[src/rtl/core/double_ended_queue_defines.svh]
// ----------------------------------------------------------------------------
// Double-ended queue assertion macros
// Shared concurrent assertion forms, clocked on clk and disabled in reset.
// ----------------------------------------------------------------------------
`ifndef DOUBLE_ENDED_QUEUE_DEFINES_SVH
`define DOUBLE_ENDED_QUEUE_DEFINES_SVH

// The property holds at every clock edge outside reset.
`define DEQ_ASSERT_ALWAYS(lbl, prop, msg) \
    lbl: assert property (@(posedge clk) disable iff (!rst_n) (prop)) \
        else $error(msg);

// When the trigger holds, the property holds at the next clock edge.
`define DEQ_ASSERT_NEXT(lbl, trig, prop, msg) \
    lbl: assert property (@(posedge clk) disable iff (!rst_n) (trig) |=> (prop)) \
        else $error(msg);

`endif

[src/rtl/core/dq_pkg.sv]
// ----------------------------------------------------------------------------
// Double-ended queue package
// Sizes, operation and status codes, the transfer payload types and the cell control type.
// ----------------------------------------------------------------------------
package dq_pkg;

    localparam int CAPACITY    = 16;
    localparam int CNT_W       = $clog2(CAPACITY + 1);
    localparam int DATA_W      = 32;
    localparam int RES_COUNT_W = 5;

    localparam logic [1:0] OP_PUSH_FRONT = 2'd0;
    localparam logic [1:0] OP_PUSH_BACK  = 2'd1;
    localparam logic [1:0] OP_POP_FRONT  = 2'd2;
    localparam logic [1:0] OP_POP_BACK   = 2'd3;

    localparam logic [1:0] ST_DONE       = 2'd0;
    localparam logic [1:0] ST_POP_EMPTY  = 2'd1;
    localparam logic [1:0] ST_PUSH_FULL  = 2'd2;

    typedef struct packed {
        logic [1:0]               op;
        logic signed [DATA_W-1:0] value;
    } dq_cmd_t;

    typedef struct packed {
        logic [1:0]               status;
        logic [RES_COUNT_W-1:0]   count;
        logic                     is_empty;
        logic signed [DATA_W-1:0] front_value;
        logic signed [DATA_W-1:0] back_value;
    } dq_res_t;

    typedef struct packed {
        logic add_head;
        logic add_tail;
        logic take_head;
        logic take_tail;
    } dq_ctrl_t;

endpackage

[src/rtl/core/double_ended_queue.sv]
// The queue takes one operation per transfer and returns one result per
// operation, in the cycle after the command transfer; a new command is taken in
// every cycle unless a result is still waiting under stall. The words sit
// packed in a row of cells from the front, so front operations shift the row
// and back operations touch only the cell at its end. Results give the state
// after the operation, with both end values 0 when the queue is empty.
// ----------------------------------------------------------------------------
// Double-ended queue top level
// Command and result channels around the cell chain and its control.
// ----------------------------------------------------------------------------
module double_ended_queue (
    input  logic            clk,
    input  logic            rst_n,
    input  logic            cmd_valid,
    output logic            cmd_stall,
    input  dq_pkg::dq_cmd_t cmd,
    output logic            res_valid,
    input  logic            res_stall,
    output dq_pkg::dq_res_t res
);
    import dq_pkg::*;

    `include "double_ended_queue_defines.svh"

    logic                     accept;
    logic                     res_valid_reg;
    logic                     res_valid_next;
    dq_ctrl_t                 ctrl;
    logic [CNT_W-1:0]         count;
    logic [1:0]               status;
    logic signed [DATA_W-1:0] cell_data [CAPACITY];
    logic [CAPACITY-1:0]      cell_valid;
    logic [CAPACITY-1:0]      cell_last;
    logic signed [DATA_W-1:0] back_value;

    assign cmd_stall = res_valid_reg && res_stall;
    assign accept    = cmd_valid && !cmd_stall;

    dq_ctrl u_ctrl (
        .clk    (clk),
        .rst_n  (rst_n),
        .accept (accept),
        .op     (cmd.op),
        .ctrl   (ctrl),
        .count  (count),
        .status (status)
    );

    for (genvar i = 0; i < CAPACITY; i++)
    begin : g_cell
        logic signed [DATA_W-1:0] left_data;
        logic                     left_valid;
        logic signed [DATA_W-1:0] right_data;
        logic                     right_valid;

        if (i == 0)
        begin : g_head
            assign left_data  = cmd.value;
            assign left_valid = 1'b1;
        end
        else
        begin : g_body
            assign left_data  = cell_data[i-1];
            assign left_valid = cell_valid[i-1];
        end

        if (i == CAPACITY - 1)
        begin : g_tail
            assign right_data  = '0;
            assign right_valid = 1'b0;
        end
        else
        begin : g_inner
            assign right_data  = cell_data[i+1];
            assign right_valid = cell_valid[i+1];
        end

        assign cell_last[i] = cell_valid[i] && !right_valid;

        dq_cell u_cell (
            .clk         (clk),
            .rst_n       (rst_n),
            .ctrl        (ctrl),
            .push_value  (cmd.value),
            .left_data   (left_data),
            .left_valid  (left_valid),
            .right_data  (right_data),
            .right_valid (right_valid),
            .data        (cell_data[i]),
            .valid       (cell_valid[i])
        );
    end

    always_comb
    begin
        back_value = '0;
        for (int i = 0; i < CAPACITY; i++)
        begin
            back_value = back_value | (cell_data[i] & {DATA_W{cell_last[i]}});
        end
    end

    always_comb
    begin
        res_valid_next = res_valid_reg;
        if (accept)
        begin
            res_valid_next = 1'b1;
        end
        else if (!res_stall)
        begin
            res_valid_next = 1'b0;
        end
    end

    always_ff @(posedge clk or negedge rst_n)
    begin
        if (!rst_n)
        begin
            res_valid_reg <= 1'b0;
        end
        else
        begin
            res_valid_reg <= res_valid_next;
        end
    end

    assign res_valid       = res_valid_reg;
    assign res.status      = status;
    assign res.count       = RES_COUNT_W'(count);
    assign res.is_empty    = !cell_valid[0];
    assign res.front_value = cell_valid[0] ? cell_data[0] : '0;
    assign res.back_value  = back_value;

    `DEQ_ASSERT_ALWAYS(a_count_matches_cells,
        $countones(cell_valid) == int'(count), "count disagrees with occupied cells")
    `DEQ_ASSERT_ALWAYS(a_cells_packed,
        (cell_valid & (cell_valid + CAPACITY'(1))) == '0, "occupied cells not packed")
    `DEQ_ASSERT_ALWAYS(a_single_back, $onehot0(cell_last), "more than one back cell")
    `DEQ_ASSERT_NEXT(a_push_front_lands,
        ctrl.add_head, res.front_value == $past(cmd.value), "push front value lost")

endmodule

[src/rtl/core/dq_cell.sv]
// ----------------------------------------------------------------------------
// Double-ended queue cell
// One slot of the packed chain; shifts with its neighbors on front operations.
// ----------------------------------------------------------------------------
module dq_cell (
    input  logic                             clk,
    input  logic                             rst_n,
    input  dq_pkg::dq_ctrl_t                 ctrl,
    input  logic signed [dq_pkg::DATA_W-1:0] push_value,
    input  logic signed [dq_pkg::DATA_W-1:0] left_data,
    input  logic                             left_valid,
    input  logic signed [dq_pkg::DATA_W-1:0] right_data,
    input  logic                             right_valid,
    output logic signed [dq_pkg::DATA_W-1:0] data,
    output logic                             valid
);
    import dq_pkg::*;

    logic signed [DATA_W-1:0] data_reg;
    logic signed [DATA_W-1:0] data_next;
    logic                     valid_reg;
    logic                     valid_next;

    always_comb
    begin
        data_next  = data_reg;
        valid_next = valid_reg;
        if (ctrl.add_head)
        begin
            data_next  = left_data;
            valid_next = left_valid;
        end
        else if (ctrl.take_head)
        begin
            data_next  = right_data;
            valid_next = right_valid;
        end
        else if (ctrl.add_tail && !valid_reg && left_valid)
        begin
            data_next  = push_value;
            valid_next = 1'b1;
        end
        else if (ctrl.take_tail && valid_reg && !right_valid)
        begin
            valid_next = 1'b0;
        end
    end

    always_ff @(posedge clk or negedge rst_n)
    begin
        if (!rst_n)
        begin
            valid_reg <= 1'b0;
        end
        else
        begin
            valid_reg <= valid_next;
        end
    end

    always_ff @(posedge clk)
    begin
        data_reg <= data_next;
    end

    assign data  = data_reg;
    assign valid = valid_reg;

endmodule

[src/rtl/core/dq_ctrl.sv]
// ----------------------------------------------------------------------------
// Double-ended queue control
// Decodes operations, checks full and empty, and keeps the count and status.
// ----------------------------------------------------------------------------
module dq_ctrl (
    input  logic                      clk,
    input  logic                      rst_n,
    input  logic                      accept,
    input  logic [1:0]                op,
    output dq_pkg::dq_ctrl_t          ctrl,
    output logic [dq_pkg::CNT_W-1:0]  count,
    output logic [1:0]                status
);
    import dq_pkg::*;

    logic [CNT_W-1:0] count_reg;
    logic [CNT_W-1:0] count_next;
    logic [1:0]       status_reg;
    logic [1:0]       status_next;
    logic             full;
    logic             empty;

    assign full  = (count_reg == CNT_W'(CAPACITY));
    assign empty = (count_reg == '0);

    always_comb
    begin
        ctrl        = '0;
        count_next  = count_reg;
        status_next = status_reg;
        if (accept)
        begin
            status_next = ST_DONE;
            unique case (op) inside
                OP_PUSH_FRONT, OP_PUSH_BACK:
                begin
                    if (full)
                    begin
                        status_next = ST_PUSH_FULL;
                    end
                    else
                    begin
                        ctrl.add_head = (op == OP_PUSH_FRONT);
                        ctrl.add_tail = (op == OP_PUSH_BACK);
                        count_next    = count_reg + CNT_W'(1);
                    end
                end
                OP_POP_FRONT, OP_POP_BACK:
                begin
                    if (empty)
                    begin
                        status_next = ST_POP_EMPTY;
                    end
                    else
                    begin
                        ctrl.take_head = (op == OP_POP_FRONT);
                        ctrl.take_tail = (op == OP_POP_BACK);
                        count_next     = count_reg - CNT_W'(1);
                    end
                end
                default:
                begin
                    status_next = ST_DONE;
                end
            endcase
        end
    end

    always_ff @(posedge clk or negedge rst_n)
    begin
        if (!rst_n)
        begin
            count_reg  <= '0;
            status_reg <= ST_DONE;
        end
        else
        begin
            count_reg  <= count_next;
            status_reg <= status_next;
        end
    end

    assign count  = count_reg;
    assign status = status_reg;

endmodule

[config.mk]
export PLATFORM = sky130hd
export DESIGN_NAME = double_ended_queue
export DESIGN_NICKNAME = d
export VERILOG_FILES = /design/src/rtl/core/dq_pkg.sv /design/src/rtl/core/double_ended_queue.sv /design/src/rtl/core/dq_cell.sv /design/src/rtl/core/dq_ctrl.sv
export VERILOG_INCLUDE_DIRS = /design/src /design/src/rtl/core
export SDC_FILE = /design/constraint.sdc
export NUM_CORES = 1
export LEC_CHECK = 0
export ABC_AREA = 0
export BUFFER_PORTS_ARGS = -buffer_cell sky130_fd_sc_hd__buf_2
export CAP_MARGIN = 30
export CORE_MARGIN = 5
export CORE_UTILIZATION = 45
export DETAILED_ROUTE_END_ITERATION = 8
export PLACE_DENSITY = 0.64
export SLEW_MARGIN = 20
export SYNTH_ARGS = -nofsm -noshare
export SYNTH_HDL_FRONTEND = slang
export SYNTH_HIERARCHICAL = 1
export SYNTH_SLANG_ARGS = --single-unit
[constraint.sdc]
create_clock -name clk -period 9.64 [get_ports clk]
set_input_delay 0 -clock clk [delete_from_list [all_inputs] [get_ports clk]]
set_output_delay 0 -clock clk [all_outputs]
set_load 0.005 [all_outputs]
# --- After elaboration in Yosys (flattened, before gate mapping) ---
# Cells that the tools add are included.
# Widths: inputs -> output; s select.
word_totals:
  regBits: 536
  latch_bits: 0
  ram_bits: 0
  romBits: 0
  inputBits: 38
  out_inout_bits: 74
  wordCells: 335
  memories: 0
classes:
  addsub: 2
  multipliers: 0
  div_mod_pow: 0
  magnitude_cmp: 0
  n_eq_ne: 7
  n_shift: 0
  mux: 126
  n_bitwise: 31
  reduce_logical: 134
ops:
  columns: ["op", "count"]
  rows:
  - ["$mux 32", 49]
  - ["$and 32x32->32", 16]
  - ["$or 32x32->32", 15]
  - ["$logic_and 1x1->1", 79]
  - ["$mux 1", 67]
  - ["$reduce_bool 4->1", 16]
  - ["$reduce_bool 3->1", 16]
  - ["$logic_not 1->1", 17]
  - ["$mux 2", 5]
  - ["$mux 5", 2]
  - ["$pmux 5 s2", 1]
  - ["$add 5x1->5 const B", 1]
  - ["$eq 5x5->1 const B", 1]
  - ["$logic_not 5->1", 1]
  - ["$sub 5x1->5 const B", 1]
  - ["$eq 2x2->1 const B", 2]
  - ["$mux 4", 1]
  - ["$ne 2x2->1 const B", 2]
  - ["$pmux 2 s2", 1]
  - ["$reduce_and 4->1", 1]
  - ["$reduce_or 2->1", 2]
  - ["$eq 2x1->1 const B", 1]
  - ["$logic_not 2->1", 1]
  - ["$ne 2x1->1 const B", 1]
  - ["$reduce_bool 2->1", 1]

# --- Longest topological paths before layout ---
depth:
  word_depth: 18
  mapped_depth: 8
  mapped_depth_nobuf: 7

# --- By module ---
# Netlist, hierarchy kept.
modules_own_cells:
  columns: ["mod", "n_inst", "cells_each", "area_per_inst_um2", "seq_area_each_um2"]
  rows:
  - ["dq_cell", 16, 148, 1730.4, 985.9]
  - ["double_ended_queue", 1, 820, 5464.0, 25.0]
  - ["dq_ctrl", 1, 54, 484.2, 175.2]

# --- Least setup slack after synthesis ---
# OpenSTA, ideal clock, no wires.
synth_path:
  path_kind: "register to register"
  start: "register res_valid_reg (netlist: res_valid)"
  end: "register g_cell[0].u_cell.data_reg[0] (enable)"
  setup_time_ps: 389
  arrival_ps: 3876
  required_ps: 9251
  slack_ps: 5374
  path_stages_with_launch: 8
  n_path_buf: 2
  synth_period_minus_slack_ps: 4266
  cell_sequence: "dfrtp_1 -> and2_1 -> nor2b_1 -> clkbuf_1 -> nor3b_1 -> buf_6 -> nor2_1 -> nand2_1"
synth_rtl:
  columns: ["element", "line_no", "rtl"]
  rows:
  - ["start: declaration", "double_ended_queue.sv:26", "logic res_valid_reg;"]
  - ["start signal: assignment", "double_ended_queue.sv:124", "res_valid_reg <= res_valid_next;"]
  - ["end signal: assignment", "dq_cell.sv:63", "data_reg <= data_next;"]
  - ["end: declaration", "dq_cell.sv:19", "logic signed [DATA_W-1:0] data_reg;"]

==> results.md <==
* Post-synthesis sequential area ratio at 0.475
* First-pass GRT wire length at around 160000 microns
* Hold_ws at a little under 0.09 ns
* Hold Path End: g_cell[0].u_cell/data[28]$_DFFE_PP_
* Vias/cell at approximately 6.1
* Die area at 0.0803 sq mm
* Overall power after layout at around 8200 uW
* DRC violations left at 0
* Pleak at roughly 0.011 uW
* Layout cell share with drive strength beyond 1 at 0.0884
* MaxCap Viol Count at 0
* Hold Violations, Final at 0
* Least-Margin Pin Slew at about 1.1 ns
* Area growth syn-to-layout at 8.62%
* Slew margin rel. at 0.292
* R2R cell count at 8
* Synth Area per Inst at between 10 and 15 sq um
* Post-DRT Antenna Nets at 0
* Asr flop ratio synth at 0.0448
* Root Driver: clkbuf_16
* Die Y at between 200 and 300 microns
* CORE AREA at roughly 0.074 sq mm
* Die width at approximately 280 microns
* DRT Pass-1 Iters at 6
* Vias in the first global route at 25000
* Clock Path Buffers at 3
* Clock Skew at roughly 0.023 ns
* WP data required at between 9 and 10 ns
* Crit. End Element: register
* All-Layer GR Usage at 0.248
* Initial antenna violation count at 0
* Power Density at roughly 220 mW/mm^2
* CTS HTree Levels at 2
* IO Pins at approximately 110
* Site row count at 100
* CP Class: register to register
* Worst-Skew Late Latency at 0.64 ns
* Dominant synthesized flop cell: edfxtp_1
* WHS Path Cells at 3
* Distinct cells, synth at 43
* Crit Path Max Fanout at 55
* Max Freq at 0.214 GHz
* Largest register FFs at approximately 510
* Period minus WS final at ~4.7 ns
* Mapped cell area at roughly 0.034 sq mm
* Max IR drop VDD at roughly 160 uV
* CP arrival at between 4 and 5 ns
* N_diodes at 0
* Routed length per instance at 24.5 microns
* Total Neg Setup Slack at 0 ns
* Outcome: complete, no violations
* Register bit total from synthesis at between 500 and 600
* Largest net degree at the start of global routing at between 200 and 300
* Post-synth EDFFs at between 500 and 600
* Min-delay src: cmd[32]
* Max Slew Vio Count at 0
* GP Congestion at 0.798
* Hold/Removal Path Class: input port to register
* Initial DRC Count at between 3000 and 4000
* FILL cells at a little under 7000
* PortBufs at between 100 and 150
* CTS Buf Count at 60
* Reg2Reg Setup Slack at between 4 and 5 ns
* Initial Util at 0.453
* DPL Wire Length at 57400 microns
* Synth Warn # at 6
* Reg-to-reg endpoint: g_cell[1].u_cell/data[28]$_DFFE_PP_
* Nets at 3296
* Clock Sink Count at between 500 and 600
* Clock slew at reported path FFs at around 0.06 ns
* CTS tree: yes
* Vias at roughly 26000
* Syn Inst Count at approximately 3200
* Final Setup Violations at 0
* R2r startpoint: res_valid$_DFFE_PN0P_
* Crit path launch type: register
* RSZ-0062 raised after global routing: no
* Grt total ovfl at 0
* Drt total wl at around 100000 microns
* Final period utilization at 0.485
==> cells by family after synthesis <==
family                   Yosys count  share of synthesized area
flip-flops                       536                      0.475
AND/OR/NAND/NOR                 1268                      0.211
multiplexers                     530                      0.158
adder cells (fa/ha/maj)            2                   0.000744
buffers and inverters            324                     0.0638
XOR/XNOR                           5                    0.00130
other                              2                   0.000223
AO/OA/AOI/OAI                    575                     0.0902
==> worst max-delay path, cell delays in order, from the launching register on <==
cell and delay (ns):
dfrtp_1 0.37, and2_1 0.16, nor2b_1 0.63, nor3b_2 0.30
buf_4 0.65, buf_4 0.85, nor2_1 0.21, nand2_2 0.39
buf_4 0.66
==> worst max path at each step <==
stage | start | to | slack [ns] | cells after the start
3_5_place_dp | res_valid$_DFFE_PN0P_ | g_cell[3].u_cell/data[1]$_DFFE_PP_ | 4.97 | 8
5_1_grt | res_valid$_DFFE_PN0P_ | g_cell[1].u_cell/data[28]$_DFFE_PP_ | 4.77 | 8
6_report | res_valid$_DFFE_PN0P_ | g_cell[1].u_cell/data[28]$_DFFE_PP_ | 4.97 | 8
4_1_cts | res_valid$_DFFE_PN0P_ | g_cell[3].u_cell/data[6]$_DFFE_PP_ | 4.95 | 8
2_1_floorplan | res_valid$_DFFE_PN0P_ | g_cell[0].u_cell/data[0]$_DFFE_PP_ | 5.37 | 7
3_3_place_gp | res_valid$_DFFE_PN0P_ | g_cell[3].u_cell/data[0]$_DFFE_PP_ | 4.86 | 7
==> metal layers <==
layer | routed length, microns | GRT usage | vias up
met4 | 2430 | 0.0577 | 0
li1 | - | - | 12000
met2 | 48000 | 0.397 | 1162
met3 | 8910 | 0.0326 | 137
met5 | 0 | 0 | -
met1 | 45400 | 0.363 | 12900
==> Yosys cell counts (all sizes together), types with 4 or more instances <==
master   number  area, sq um
a21oi         5         25.0
a31oi        16          100
and2         33          206
buf         199         1680
clkbuf       89          334
dfrtp        24          601
edfxtp      512        15400
inv          36          135
mux2i       528         5290
nand2       565         2120
nand2b       33          206
nand3        16         80.1
nand3b      465         3490
nand4        96          601
nor2         18         67.6
o2111ai      32          280
o21ai       518         2600
or4          33          251
xnor2         4         35.0
==> stage by stage <==
stage           util  cell area, sq um  std cells  worst slack [ns]
4_1_cts        0.490             36500       4271              4.95
2_1_floorplan      -             33800       3276              5.37
3_5_place_dp   0.460             34200       4120              4.97
5_1_grt        0.492             36500       4274              4.77
6_report       0.492             36500       4274              4.97
3_3_place_gp   0.457             34000       4112              4.86
==> placed cells by master (no fill, tap or decap), drive strengths merged, types with 2 or more instances in the layout <==
master / count
nand4: 96
a21oi: 5
o2111ai: 32
nor2: 18
xnor2: 4
nand3: 16
nand2: 565
nor4: 2
mux2i: 528
buf: 167
dfrtp: 24
dlygate4sd3: 39
ha: 2
mux2: 2
nand3b: 465
nand2b: 33
and2: 33
clkbuf: 74
or4: 33
edfxtp: 512
o21ai: 518
bufinv: 3
inv: 36
a31oi: 16
clkinv: 33
conb: 36
==> where the power goes <==
part / total (uW) / switching (uW) / internal [uW] / leakage, uW
clock network: 2240 / 993 / 1250 / 0.000918
registers: 3410 / 496 / 2910 / 0.00502
logic: 2520 / 1530 / 989 / 0.00517
total: 8170 / 3020 / 5150 / 0.0111
==> area by class of cell <==
type,count,area [sq um],area share
Sequential cell,536,16000,0.438
Multi-Input combinational cell,2416,15700,0.430
Timing Repair Buffer,206,1620,0.0445
Clock buffer,74,1600,0.0437
Tap cell,969,1210,0.0332
Clock inverter,37,259,0.00709
Inverter,36,135,0.00370
==> what timing repair did <==
action                    in CTS  in global routing
hold endpoints to repair     534                  0
setup buffers                  0                  0
hold buffers                  40                  0
gates resized for setup        0                  0
No activity file was read; power rests on OpenSTA's default activity.
